<file path="config.mk">
export PLATFORM = sky130hd
export DESIGN_NAME = tile_factor_divisor_search_core_flat
export DESIGN_NICKNAME = d
export VERILOG_FILES = /design/src/hw/rtl/tfds_pkg.sv /design/src/hw/rtl/tfds_if.sv /design/src/hw/rtl/tfds_divider.sv /design/src/hw/rtl/tfds_datapath.sv /design/src/hw/rtl/tfds_ctrl.sv /design/src/hw/rtl/tile_factor_divisor_search_core.sv /design/src/flat_wrapper.sv
export SDC_FILE = /design/constraint.sdc
export NUM_CORES = 2
export LEC_CHECK = 0
export BUFFER_PORTS_ARGS = -buffer_cell sky130_fd_sc_hd__buf_2
export CAP_MARGIN = 0
export CORE_MARGIN = 1.5
export CORE_UTILIZATION = 60
export DETAILED_ROUTE_END_ITERATION = 16
export GPL_TIMING_DRIVEN = 0
export HOLD_SLACK_MARGIN = 0.1
export PLACE_DENSITY = 0.78
export SYNTH_ARGS = -nofsm -noshare
export SYNTH_HDL_FRONTEND = slang
export SYNTH_SLANG_ARGS = --single-unit
</file>
<file path="constraint.sdc">
create_clock -name clk -period 13.8 [get_ports clk]
set_input_delay 2.07 -clock clk [delete_from_list [all_inputs] [get_ports clk]]
set_output_delay 2.07 -clock clk [all_outputs]
set_load 0.01 [all_outputs]
</file>
<file path="src/hw/rtl/tfds_pkg.sv">
// Package: shared widths, state and select codes, command and status structs.
`timescale 1ns / 1ps
package tfds_pkg;

  localparam int VALUE_BITS = 32;
  localparam int CNT_BITS   = $clog2(VALUE_BITS + 1);

  typedef enum logic [3:0] {
    ST_IDLE,
    ST_CLASSIFY,
    ST_DIV_BS,
    ST_DIV_PS,
    ST_FWD_START,
    ST_FWD,
    ST_BWD_START,
    ST_BWD,
    ST_EMIT
  } state_t;

  typedef enum logic [1:0] {
    DIV_BOUND_STEP,
    DIV_PREF_STEP,
    DIV_NB_D
  } div_sel_t;

  typedef enum logic [2:0] {
    RES_ZERO,
    RES_PREF,
    RES_FALLBACK,
    RES_QSTEP,
    RES_DSTEP
  } res_sel_t;

  typedef struct packed {
    logic     load;
    logic     div_start;
    div_sel_t div_sel;
    logic     save_nb;
    logic     save_np;
    logic     d_init;
    logic     d_inc;
    logic     d_dec;
    logic     res_load;
    res_sel_t res_sel;
    logic     out_load;
  } cmd_t;

  typedef struct packed {
    logic pref_nonpos;
    logic dyn;
    logic bound_nonpos;
    logic pref_lt_step;
    logic div_done;
    logic rem_zero;
    logic d_gt_q;
    logic q_le_np;
    logic d_le_np;
    logic d_zero;
    logic out_free;
  } sts_t;

endpackage

</file>
<file path="src/hw/rtl/tfds_if.sv">
// Interfaces: input query channel and tile factor result channel.
`timescale 1ns / 1ps
interface tfds_in_if;
  logic                                valid;
  logic                                ready;
  logic                                bound_is_dynamic;
  logic signed [tfds_pkg::VALUE_BITS-1:0] loop_bound;
  logic signed [tfds_pkg::VALUE_BITS-1:0] preferred_size;
  logic signed [tfds_pkg::VALUE_BITS-1:0] required_multiple;

  modport source (output valid, bound_is_dynamic, loop_bound, preferred_size,
                  required_multiple, input ready);
  modport sink (input valid, bound_is_dynamic, loop_bound, preferred_size,
                required_multiple, output ready);
  modport monitor (input valid, ready, bound_is_dynamic, loop_bound, preferred_size,
                   required_multiple);
endinterface

interface tfds_out_if;
  logic                                valid;
  logic                                ready;
  logic signed [tfds_pkg::VALUE_BITS-1:0] tile_factor;

  modport source (output valid, tile_factor, input ready);
  modport sink (input valid, tile_factor, output ready);
  modport monitor (input valid, ready, tile_factor);
endinterface

</file>
<file path="src/hw/rtl/tfds_divider.sv">
// Unsigned restoring divider, one quotient bit per cycle.
`timescale 1ns / 1ps
module tfds_divider (
  input  logic                            clk,
  input  logic                            rst_n,
  input  logic                            start,
  input  logic [tfds_pkg::VALUE_BITS-1:0] dividend,
  input  logic [tfds_pkg::VALUE_BITS-1:0] divisor,
  output logic                            done,
  output logic [tfds_pkg::VALUE_BITS-1:0] quotient,
  output logic [tfds_pkg::VALUE_BITS-1:0] remainder
);

  localparam int VB = tfds_pkg::VALUE_BITS;

  logic                         busy_r, busy_nxt;
  logic                         done_r, done_nxt;
  logic [tfds_pkg::CNT_BITS-1:0] cnt_r, cnt_nxt;
  logic [VB-1:0]                rem_r, rem_nxt;
  logic [VB-1:0]                quo_r, quo_nxt;
  logic [VB-1:0]                div_r, div_nxt;
  logic [VB:0]                  trial;
  logic                         ge;

  always_comb begin
    trial    = {rem_r, quo_r[VB-1]};
    ge       = (trial >= {1'b0, div_r});
    busy_nxt = busy_r;
    done_nxt = 1'b0;
    cnt_nxt  = cnt_r;
    rem_nxt  = rem_r;
    quo_nxt  = quo_r;
    div_nxt  = div_r;
    if (start) begin
      busy_nxt = 1'b1;
      cnt_nxt  = tfds_pkg::CNT_BITS'(VB);
      rem_nxt  = '0;
      quo_nxt  = dividend;
      div_nxt  = divisor;
    end else if (busy_r) begin
      // shift in one dividend bit, subtract where it fits
      rem_nxt = ge ? VB'(trial - {1'b0, div_r}) : trial[VB-1:0];
      quo_nxt = {quo_r[VB-2:0], ge};
      cnt_nxt = cnt_r - 1'b1;
      if (cnt_r == tfds_pkg::CNT_BITS'(1)) begin
        busy_nxt = 1'b0;
        done_nxt = 1'b1;
      end
    end
  end

  always_ff @(posedge clk) begin
    if (!rst_n) begin
      busy_r <= 1'b0;
      done_r <= 1'b0;
      cnt_r  <= '0;
    end else begin
      busy_r <= busy_nxt;
      done_r <= done_nxt;
      cnt_r  <= cnt_nxt;
    end
  end

  always_ff @(posedge clk) begin
    rem_r <= rem_nxt;
    quo_r <= quo_nxt;
    div_r <= div_nxt;
  end

  assign done      = done_r;
  assign quotient  = quo_r;
  assign remainder = rem_r;

endmodule

</file>
<file path="src/hw/rtl/tfds_datapath.sv">
// Datapath: operand registers, trial divisor, divider, result and output register.
`timescale 1ns / 1ps
module tfds_datapath (
  input  logic                 clk,
  input  logic                 rst_n,
  input  tfds_pkg::cmd_t       cmd,
  output tfds_pkg::sts_t       sts,
  tfds_in_if.sink              in_if,
  tfds_out_if.source           out_if
);

  localparam int VB = tfds_pkg::VALUE_BITS;

  logic                 dyn_r;
  logic signed [VB-1:0] bound_r, pref_r, step_r;
  logic [VB-1:0]        nb_r, np_r, d_r;
  logic signed [VB-1:0] res_r, out_data_r;
  logic                 out_valid_r, out_valid_nxt;
  logic [VB-1:0]        div_a, div_b, quo, rem;
  logic                 div_done;
  logic signed [VB-1:0] fallback;
  logic [VB-1:0]        mul_a;
  logic signed [VB-1:0] res_nxt;

  tfds_divider u_div (
    .clk       (clk),
    .rst_n     (rst_n),
    .start     (cmd.div_start),
    .dividend  (div_a),
    .divisor   (div_b),
    .done      (div_done),
    .quotient  (quo),
    .remainder (rem)
  );

  always_comb begin
    case (cmd.div_sel)
      tfds_pkg::DIV_BOUND_STEP: begin
        div_a = bound_r;
        div_b = step_r;
      end
      tfds_pkg::DIV_PREF_STEP: begin
        div_a = pref_r;
        div_b = step_r;
      end
      tfds_pkg::DIV_NB_D: begin
        div_a = nb_r;
        div_b = d_r;
      end
      default: begin
        div_a = nb_r;
        div_b = d_r;
      end
    endcase
  end

  assign fallback = (bound_r < pref_r) ? bound_r : pref_r;
  assign mul_a    = (cmd.res_sel == tfds_pkg::RES_DSTEP) ? d_r : quo;

  always_comb begin
    case (cmd.res_sel)
      tfds_pkg::RES_ZERO:     res_nxt = '0;
      tfds_pkg::RES_PREF:     res_nxt = pref_r;
      tfds_pkg::RES_FALLBACK: res_nxt = fallback;
      tfds_pkg::RES_QSTEP,
      tfds_pkg::RES_DSTEP:    res_nxt = VB'(mul_a * step_r);
      default:                res_nxt = fallback;
    endcase
  end

  always_comb begin
    out_valid_nxt = out_valid_r;
    if (out_if.ready)
      out_valid_nxt = 1'b0;
    if (cmd.out_load)
      out_valid_nxt = 1'b1;
  end

  always_ff @(posedge clk) begin
    if (!rst_n) begin
      out_valid_r <= 1'b0;
    end else begin
      out_valid_r <= out_valid_nxt;
    end
  end

  always_ff @(posedge clk) begin
    if (cmd.load) begin
      dyn_r   <= in_if.bound_is_dynamic;
      bound_r <= in_if.loop_bound;
      pref_r  <= in_if.preferred_size;
      // clamp the multiple to at least one
      step_r  <= (in_if.required_multiple < VB'(signed'(1))) ? VB'(1)
                                                              : in_if.required_multiple;
    end
    if (cmd.save_nb)
      nb_r <= quo;
    if (cmd.save_np)
      np_r <= quo;
    if (cmd.d_init)
      d_r <= VB'(1);
    else if (cmd.d_inc)
      d_r <= d_r + 1'b1;
    else if (cmd.d_dec)
      d_r <= d_r - 1'b1;
    if (cmd.res_load)
      res_r <= res_nxt;
    if (cmd.out_load)
      out_data_r <= res_r;
  end

  always_comb begin
    sts.pref_nonpos  = (pref_r <= 0);
    sts.dyn          = dyn_r;
    sts.bound_nonpos = (bound_r <= 0);
    sts.pref_lt_step = (pref_r < step_r);
    sts.div_done     = div_done;
    sts.rem_zero     = (rem == '0);
    sts.d_gt_q       = (d_r > quo);
    sts.q_le_np      = (quo <= np_r);
    sts.d_le_np      = (d_r <= np_r);
    sts.d_zero       = (d_r == '0);
    sts.out_free     = !out_valid_r || out_if.ready;
  end

  assign out_if.valid       = out_valid_r;
  assign out_if.tile_factor = out_data_r;

endmodule

</file>
<file path="src/hw/rtl/tfds_ctrl.sv">
// Controller: sequences classification, step divisions and the divisor search.
`timescale 1ns / 1ps
module tfds_ctrl (
  input  logic            clk,
  input  logic            rst_n,
  input  logic            in_valid,
  output logic            in_ready,
  input  tfds_pkg::sts_t  sts,
  output tfds_pkg::cmd_t  cmd
);

  tfds_pkg::state_t state_r, state_nxt;

  always_ff @(posedge clk) begin
    if (!rst_n) begin
      state_r <= tfds_pkg::ST_IDLE;
    end else begin
      state_r <= state_nxt;
    end
  end

  always_comb begin
    state_nxt = state_r;
    cmd       = '0;
    cmd.div_sel = tfds_pkg::DIV_NB_D;
    cmd.res_sel = tfds_pkg::RES_FALLBACK;
    in_ready  = 1'b0;
    case (state_r)
      tfds_pkg::ST_IDLE: begin
        in_ready = 1'b1;
        if (in_valid) begin
          cmd.load  = 1'b1;
          state_nxt = tfds_pkg::ST_CLASSIFY;
        end
      end
      tfds_pkg::ST_CLASSIFY: begin
        if (sts.pref_nonpos) begin
          cmd.res_load = 1'b1;
          cmd.res_sel  = tfds_pkg::RES_ZERO;
          state_nxt    = tfds_pkg::ST_EMIT;
        end else if (sts.dyn) begin
          cmd.res_load = 1'b1;
          cmd.res_sel  = tfds_pkg::RES_PREF;
          state_nxt    = tfds_pkg::ST_EMIT;
        end else if (sts.bound_nonpos || sts.pref_lt_step) begin
          cmd.res_load = 1'b1;
          state_nxt    = tfds_pkg::ST_EMIT;
        end else begin
          cmd.div_start = 1'b1;
          cmd.div_sel   = tfds_pkg::DIV_BOUND_STEP;
          state_nxt     = tfds_pkg::ST_DIV_BS;
        end
      end
      tfds_pkg::ST_DIV_BS: begin
        if (sts.div_done) begin
          if (!sts.rem_zero) begin
            cmd.res_load = 1'b1;
            state_nxt    = tfds_pkg::ST_EMIT;
          end else begin
            cmd.save_nb   = 1'b1;
            cmd.div_start = 1'b1;
            cmd.div_sel   = tfds_pkg::DIV_PREF_STEP;
            state_nxt     = tfds_pkg::ST_DIV_PS;
          end
        end
      end
      tfds_pkg::ST_DIV_PS: begin
        if (sts.div_done) begin
          cmd.save_np = 1'b1;
          cmd.d_init  = 1'b1;
          state_nxt   = tfds_pkg::ST_FWD_START;
        end
      end
      tfds_pkg::ST_FWD_START: begin
        cmd.div_start = 1'b1;
        state_nxt     = tfds_pkg::ST_FWD;
      end
      tfds_pkg::ST_FWD: begin
        if (sts.div_done) begin
          if (sts.d_gt_q) begin
            cmd.d_dec = 1'b1;
            state_nxt = tfds_pkg::ST_BWD_START;
          end else if (sts.rem_zero && sts.q_le_np) begin
            cmd.res_load = 1'b1;
            cmd.res_sel  = tfds_pkg::RES_QSTEP;
            state_nxt    = tfds_pkg::ST_EMIT;
          end else begin
            cmd.d_inc = 1'b1;
            state_nxt = tfds_pkg::ST_FWD_START;
          end
        end
      end
      tfds_pkg::ST_BWD_START: begin
        if (sts.d_zero) begin
          cmd.res_load = 1'b1;
          state_nxt    = tfds_pkg::ST_EMIT;
        end else begin
          cmd.div_start = 1'b1;
          state_nxt     = tfds_pkg::ST_BWD;
        end
      end
      tfds_pkg::ST_BWD: begin
        if (sts.div_done) begin
          if (sts.rem_zero && sts.d_le_np) begin
            cmd.res_load = 1'b1;
            cmd.res_sel  = tfds_pkg::RES_DSTEP;
            state_nxt    = tfds_pkg::ST_EMIT;
          end else begin
            cmd.d_dec = 1'b1;
            state_nxt = tfds_pkg::ST_BWD_START;
          end
        end
      end
      tfds_pkg::ST_EMIT: begin
        if (sts.out_free) begin
          cmd.out_load = 1'b1;
          state_nxt    = tfds_pkg::ST_IDLE;
        end
      end
      default: begin
        state_nxt = tfds_pkg::ST_IDLE;
      end
    endcase
  end

endmodule

</file>
<file path="src/hw/rtl/tile_factor_divisor_search_core.sv">
// Top level: tile factor search, controller and datapath joined by command/status.
`timescale 1ns / 1ps
// Takes one query per transfer (dynamic flag, loop bound, preferred size,
// required multiple) and returns one tile factor per query, in order. The
// block handles one query at a time: in_if.ready is high only while the
// controller is idle, though a finished result may still wait in the output
// register. Queries that settle on the flags and signed compares (preferred
// size not positive, dynamic bound, bound not positive, preferred size below
// the multiple) set their result in the classify state and show it from the
// output register after the emit state, once the output register is free.
// Otherwise every division runs on one shared restoring divider that yields
// one quotient bit per cycle: the bound, and then the preferred size, are
// divided by the multiple, followed by one division per trial divisor; there
// are from none up to about 2 * sqrt(bound / multiple) trial divisors.
module tile_factor_divisor_search_core (
  input  logic       clk,
  input  logic       rst_n,
  tfds_in_if.sink    in_if,
  tfds_out_if.source out_if
);

  tfds_pkg::cmd_t cmd;
  tfds_pkg::sts_t sts;

  // sequence the search: classify, divide by the step, walk divisors
  tfds_ctrl u_ctrl (
    .clk      (clk),
    .rst_n    (rst_n),
    .in_valid (in_if.valid),
    .in_ready (in_if.ready),
    .sts      (sts),
    .cmd      (cmd)
  );

  // hold operands, run the divider, form the result, drive the output transfer
  tfds_datapath u_dp (
    .clk    (clk),
    .rst_n  (rst_n),
    .cmd    (cmd),
    .sts    (sts),
    .in_if  (in_if),
    .out_if (out_if)
  );

endmodule

</file>
<file path="src/flat_wrapper.sv">
// flat-port wrapper written by rule: the top's interface ports become plain ports
module tile_factor_divisor_search_core_flat 
  (clk, rst_n, in_if_valid, in_if_bound_is_dynamic, in_if_loop_bound, in_if_preferred_size, in_if_required_multiple, in_if_ready, out_if_valid, out_if_tile_factor, out_if_ready);
  tfds_in_if in_if_i ();
  tfds_out_if out_if_i ();
  input  logic clk;
  input  logic rst_n;
  input wire logic [$bits(in_if_i.valid)-1:0] in_if_valid;
  input wire logic [$bits(in_if_i.bound_is_dynamic)-1:0] in_if_bound_is_dynamic;
  input wire logic [$bits(in_if_i.loop_bound)-1:0] in_if_loop_bound;
  input wire logic [$bits(in_if_i.preferred_size)-1:0] in_if_preferred_size;
  input wire logic [$bits(in_if_i.required_multiple)-1:0] in_if_required_multiple;
  output wire logic [$bits(in_if_i.ready)-1:0] in_if_ready;
  output wire logic [$bits(out_if_i.valid)-1:0] out_if_valid;
  output wire logic [$bits(out_if_i.tile_factor)-1:0] out_if_tile_factor;
  input wire logic [$bits(out_if_i.ready)-1:0] out_if_ready;
  assign in_if_i.valid = in_if_valid;
  assign in_if_i.bound_is_dynamic = in_if_bound_is_dynamic;
  assign in_if_i.loop_bound = in_if_loop_bound;
  assign in_if_i.preferred_size = in_if_preferred_size;
  assign in_if_i.required_multiple = in_if_required_multiple;
  assign in_if_ready = in_if_i.ready;
  assign out_if_valid = out_if_i.valid;
  assign out_if_tile_factor = out_if_i.tile_factor;
  assign out_if_i.ready = out_if_ready;
  tile_factor_divisor_search_core u_core (.clk(clk), .rst_n(rst_n), .in_if(in_if_i), .out_if(out_if_i));
endmodule
</file>
-- After elaboration in Yosys (flattened, before gate mapping)
Cells that the tools add are included.
- register bits: 366
- input bits: 101
- word-level logic and storage cells: 140
- add/subtract/negate cells: 4
- multipliers: 1
- $lt $le $gt $ge: 9
- equal/unequal tests: 19
- muxes and demuxes: 69
- bitwise operators: 2
- reductions and logical operators: 18
- operator list (cell ; count):
    2-to-1 mux 32 bit ; 8
    case mux 32 bit (3 select lines) ; 1
    2-to-1 mux 4 bit ; 20
    <= comparator 32 x 1 -> 1 bit, second input constant ; 2
    <= comparator 32 bit ; 2
    logical NOT 32 bit ; 2
    less-than comparator 32 bit ; 2
    case mux 32 bit (2 select lines) ; 1
    case mux 4 bit (9 select lines) ; 1
    greater-or-equal comparator 33 x 32 -> 1 bit ; 1
    adder 32 x 1 -> 32 bit, second input constant ; 1
    > comparator 32 bit ; 1
    less-than comparator 32 x 2 -> 1 bit, second input constant ; 1
    multiplier 32 x 32 -> 32 bit ; 1
    subtractor 32 x 1 -> 32 bit, second input constant ; 1
    subtractor 32 bit ; 1
    2-to-1 mux 1 bit ; 23
    2-to-1 mux 6 bit ; 3
    == test 4 x 3 -> 1 bit, second input constant ; 4
    != test 2 bit, second input constant ; 5
    2-to-1 mux 3 bit ; 3
    case mux 3 bit (3 select lines) ; 1
    == test 4 x 2 -> 1 bit, second input constant ; 2
    == test 6 x 1 -> 1 bit, second input constant ; 1
    25 further kinds ; 34

-- Logic depth before layout (Yosys ltp)
- depth after elaboration: 10
- gate-level depth with buffers: 45
- gate-level depth less buffers: 40

-- Worst setup path after synthesis
OpenSTA, ideal clock, no wires.
- path type: register to register
- from: reg u_core.u_dp.d_r[29]
- to: reg u_core.u_dp.res_r[29] (data pin)
- library setup time: 262 ps
- arrival time: 9735 ps
- data required time: 13538 ps
- setup slack: 3803 ps
- cell stages (with the launch flop): 41
- path through: dfxtp_1 > ha_1 > a21o_1 > a21o_1 > a221o_1 > o21a_1 > nor3_2 > buf_4 > buf_4 > buf_2 > buf_2 > mux2i_1 > clkbuf_1 > nor2_1 > fa_1 > fa_1 > fa_1 > inv_1 > [... 5 more ...] > inv_1 > fa_1 > inv_1 > ha_1 > a21oi_1 > nor2b_1 > o21ai_0 > nand2b_1 > a21oi_1 > o21ai_0 > a21o_1 > a221oi_1 > nand2_1 > a31o_2 > a21bo_2 > xor2_1 > a222oi_1 > inv_1
- cells in the longest elaborated chain, start to end: 9
- elaborated cells between the ends (all ways): 16
- those cells by class: mul (1); order compare (2); eq/ne (3); mux (7); reduce/logical (3)
- RTL lines (element ; RTL line ; text):
    from (decl) ; tfds_datapath.sv:16 ; logic [VB-1:0] nb_r, np_r, d_r;
    from (signal assigned) ; tfds_datapath.sv:103 ; d_r <= d_r + 1'b1;
    from (signal assigned) ; tfds_datapath.sv:105 ; d_r <= d_r - 1'b1;
    <= comparator 32 bit ; tfds_datapath.sv:121 ; sts.d_le_np = (d_r <= np_r);
    logical AND 1 bit ; tfds_ctrl.sv:104 ; if (sts.rem_zero && sts.d_le_np) begin
    2-to-1 mux 4 bit ; tfds_ctrl.sv:104 ;
    2-to-1 mux 5 bit ; tfds_ctrl.sv:103 ; if (sts.div_done) begin
    case mux 3 bit (3 select lines) ; tfds_ctrl.sv:28 ; case (state_r)
    == test 3 bit ; tfds_datapath.sv:58, tfds_datapath.sv:61 ;
    2-to-1 mux 32 bit ; tfds_datapath.sv:58 ; assign mul_a = (cmd.res_sel == tfds_pkg::RES_DSTEP) ? d_r : quo;
    multiplier 32 x 32 -> 32 bit ; tfds_datapath.sv:66 ; tfds_pkg::RES_DSTEP: res_nxt = VB'(mul_a * step_r);
    case mux 32 bit (3 select lines) (*) ; tfds_datapath.sv:61 ; case (cmd.res_sel)
    named net u_core.u_dp.res_nxt[29] ; tfds_datapath.sv:23 ; logic signed [VB-1:0] res_nxt;
    to (signal assigned) ; tfds_datapath.sv:107 ; res_r <= res_nxt;
    to (decl) ; tfds_datapath.sv:17 ; logic signed [VB-1:0] res_r, out_data_r;
Mark *: on every way through the listed nets, which the timed path passes. The rest lies on a longest branch.
A chain may end at the register's enable or synchronous reset.

-- Worst setup path after layout
- from: reg u_core.u_dp.d_r[0]
- to: reg u_core.u_dp.res_r[31] (data pin)
Same word-level chain as after synthesis.

==> impl_metrics.toml <==
[status]
status = "finished, violations left"
violations = "capacitance limit"

[clocking]
cts_tree = "yes"
ctsResizeCount = 0
cts_root_buf = "clkbuf_16"
cts_buffer_depth = 3
cts_setup_buffers = 0
clk_latency_ns = 0.58
cts_hold_buffers = 0
cts_max_level = 2
cts.sinks = 366
numCtsBuffers = 38
clk_pin_slew_ns = 0.06

[timing]
tns_ns = 0
tightest_slew_ns = 1.448
drv_slew = 0
min_period_ns = 13.24
fmax_mhz = 75.54
finClkSkew_ns = 0.03062
max_slew_margin_pct = 0.7386
period_share_pct = 95.93
rsz0062_at_grt = "no"
setup_viol = 0
final_hold_viol_count = 0

[min_path]
hp-class = "reg2reg"
hold_depth = 0
worstHoldEndpoint = "u_core.u_dp.out_if.tile_factor[14]$_DFFE_PP_"
hp-start = "u_core.u_dp.res_r[14]$_DFFE_PP_"

[yosys]
synthFlopType = "edfxtp_1"
synth_edf_count = 289
syn_avg_cell_area_um2 = 9.515
synth_cells = 3845
synth.net_count = 4701
synth_cell_types = 83
yosysWarnings = 0
synth_area_um2 = 36590
synthArstFlopShare_pct = 0
synth.yosys.seq_area_share_pct = 27.93
synth_seq_cells = 366

[floorplan]
die_area_um2 = 62470
top_level_ports = 135
initial_core_util_pct = 60.62
coreArea_um2 = 60360
die_h_um = 249.9
die_w_um = 249.9
rows = 90

[worst_setup_path]
critPathSlowestCell = "buf_1"
startpoint_type = "register"
worstPathArrival_ns = 13.53
critPathMostFrequentCell = "fa_1"
path_class = "reg2reg"
required_ns = 14.10
slowest_delay_ns = 0.92
endpoint_kind = "register"
cp_max_fo = 10
r2r_end = "u_core.u_dp.res_r[31]$_DFFE_PP_"
r2r_cells = 42
reg2reg_setup_slack_ns = 0.56
timing.rr.start = "u_core.u_dp.d_r[0]$_SDFFE_PP1P_"

[placed_design]
dp_hpwl_um = 95740
portBuffers = 134
gp_congestion = 1.053

[final_layout]
drive_above_1_share_pct = 6.139
multi_input_area_um2 = 23460
final.fill_count = 4808
final_common_cell = "inv_1"
area_growth_pct = 8.153
final_cell_mix = "621 x inv_1, 420 x nor2_1, 410 x fa_1, 358 x nand2_1, 345 x ha_1"
seq_area_um2 = 10220
fin_nets = 4883

[route]
wire_per_inst_um = 25.37
drc = 0
num_vias = 30580
drt_wl_total_um = 122800
vias_per_cell = 6.318
postRouteAntennaNets = 0
firstDrtPassIters = 10
drt-initial-drc-count = 3481

[global_route]
grt_max_degree = 77
grt_usage_pct = 39.71
grt_pass1_vias = 30040
grt_overflow = 0
grt_pass1_wl_um = 183700
antenna_found_initial = 5

[run]
drv_cap = 1
cells in the mapped netlist (56+ instances only):
cell	instances	area, um^2
nand2_1	358	1344
a21oi_1	169	845.8
dfxtp_1	77	1541
xnor2_1	97	849.6
ha_1	345	4317
inv_1	621	2331
nand3_1	56	280.3
clkbuf_1	127	476.7
o21ai_0	148	740.7
and2_1	59	369.1
edfxtp_1	289	8678
fa_1	410	8208
a21o_1	78	585.6
nor2_1	420	1577
kinds of logic (layout without fill, tap and decap cells):
| family | count (synthesis) | after routing | synth area share, % |
|---|---|---|---|
| AOI/OAI and AO/OA | 641 | 641 | 11.22 |
| other | 1 | 3 | 0.01025 |
| DFF | 366 | 366 | 27.93 |
| xor gates and xnor gates | 134 | 134 | 3.245 |
| buffers and inverters | 774 | 985 | 8.016 |
| adders and majority gates | 755 | 755 | 34.23 |
| muxes | 58 | 58 | 1.665 |
| and+or+nand+nor | 1116 | 1116 | 13.68 |
worst max-delay path by stage:
stage                                                 from                         endpoint  slack, ns  depth (start not counted)
after CTS                  u_core.u_dp.d_r[0]$_SDFFE_PP1P_  u_core.u_dp.res_r[31]$_DFFE_PP_       0.91                         42
after global routing       u_core.u_dp.d_r[0]$_SDFFE_PP1P_  u_core.u_dp.res_r[31]$_DFFE_PP_       0.35                         42
after floorplan           u_core.u_dp.d_r[29]$_SDFFE_PP0P_  u_core.u_dp.res_r[29]$_DFFE_PP_       3.80                         40
after global placement     u_core.u_dp.d_r[0]$_SDFFE_PP1P_  u_core.u_dp.res_r[31]$_DFFE_PP_       0.51                         41
final                      u_core.u_dp.d_r[0]$_SDFFE_PP1P_  u_core.u_dp.res_r[31]$_DFFE_PP_       0.56                         42
after detailed placement   u_core.u_dp.d_r[0]$_SDFFE_PP1P_  u_core.u_dp.res_r[31]$_DFFE_PP_       0.96                         42
stage by stage:
| stage | worst slack [ns] | area (um^2) | cells | hold WS, ns | utilization, % |
|---|---|---|---|---|---|
| 2_1_floorplan | 3.803 | 36590 | 3845 | 0.4003 | - |
| 3_3_place_gp | 0.5091 | 38240 | 4761 | 0.4036 | 63.35 |
| 3_5_place_dp | 0.9587 | 38390 | 4769 | 0.4045 | 63.60 |
| 4_1_cts | 0.9057 | 39560 | 4838 | 0.4096 | 65.55 |
| 5_1_grt | 0.3477 | 39560 | 4838 | 0.4159 | 65.55 |
| 6_report | 0.5620 | 39570 | 4840 | 0.4040 | 65.56 |
state kept, by name, summed over array words and instances, names as in the netlist, 6 cells and up:
name	count
u_core.u_dp.u_div.cnt_r	6
u_core.u_dp.u_div.remainder	32
u_core.u_dp.bound_r	32
u_core.u_dp.pref_r	32
u_core.u_dp.u_div.div_r	32
u_core.u_dp.nb_r	32
u_core.u_dp.res_r	32
u_core.u_dp.np_r	32
u_core.u_dp.d_r	32
u_core.u_dp.step_r	32
u_core.u_dp.out_if.tile_factor	32
u_core.u_dp.u_div.quotient	32
layer usage:
layer | part of all wire [%] | routed length (um) | vias up | GRT usage [%]
li1 | - | - | 13140 | -
met5 | 0.022 | 27 | - | 0
met2 | 42 | 51050 | 2223 | 58.03
met3 | 14 | 17380 | 536 | 13.31
met1 | 36 | 44490 | 14680 | 50.64
met4 | 8.0 | 9842 | 4 | 25.49
critical path, delay by kind of cell (launching register included):
family,cells,cell delay [ns]
adders and majority gates,10,4.69
AOI/OAI and AO/OA,12,3.00
buffers and inverters,10,2.87
and+or+nand+nor,9,1.67
DFF,1,0.36
xor gates and xnor gates,1,0.33
final cells by class:
class / instances / share of cell area, %
sequential: 366 / 25.83
clock buffer: 44 / 2.460
tap: 782 / 2.473
antenna: 2 / 0.01265
clock inverter: 25 / 0.5091
multi-input combinational: 2705 / 59.29
buffer: 141 / 1.417
timing repair buffer: 142 / 2.008
inverter: 633 / 6.005
Power is not shown: default switching activity piles up to over one toggle a cycle in this logic, so the estimate is an artifact.
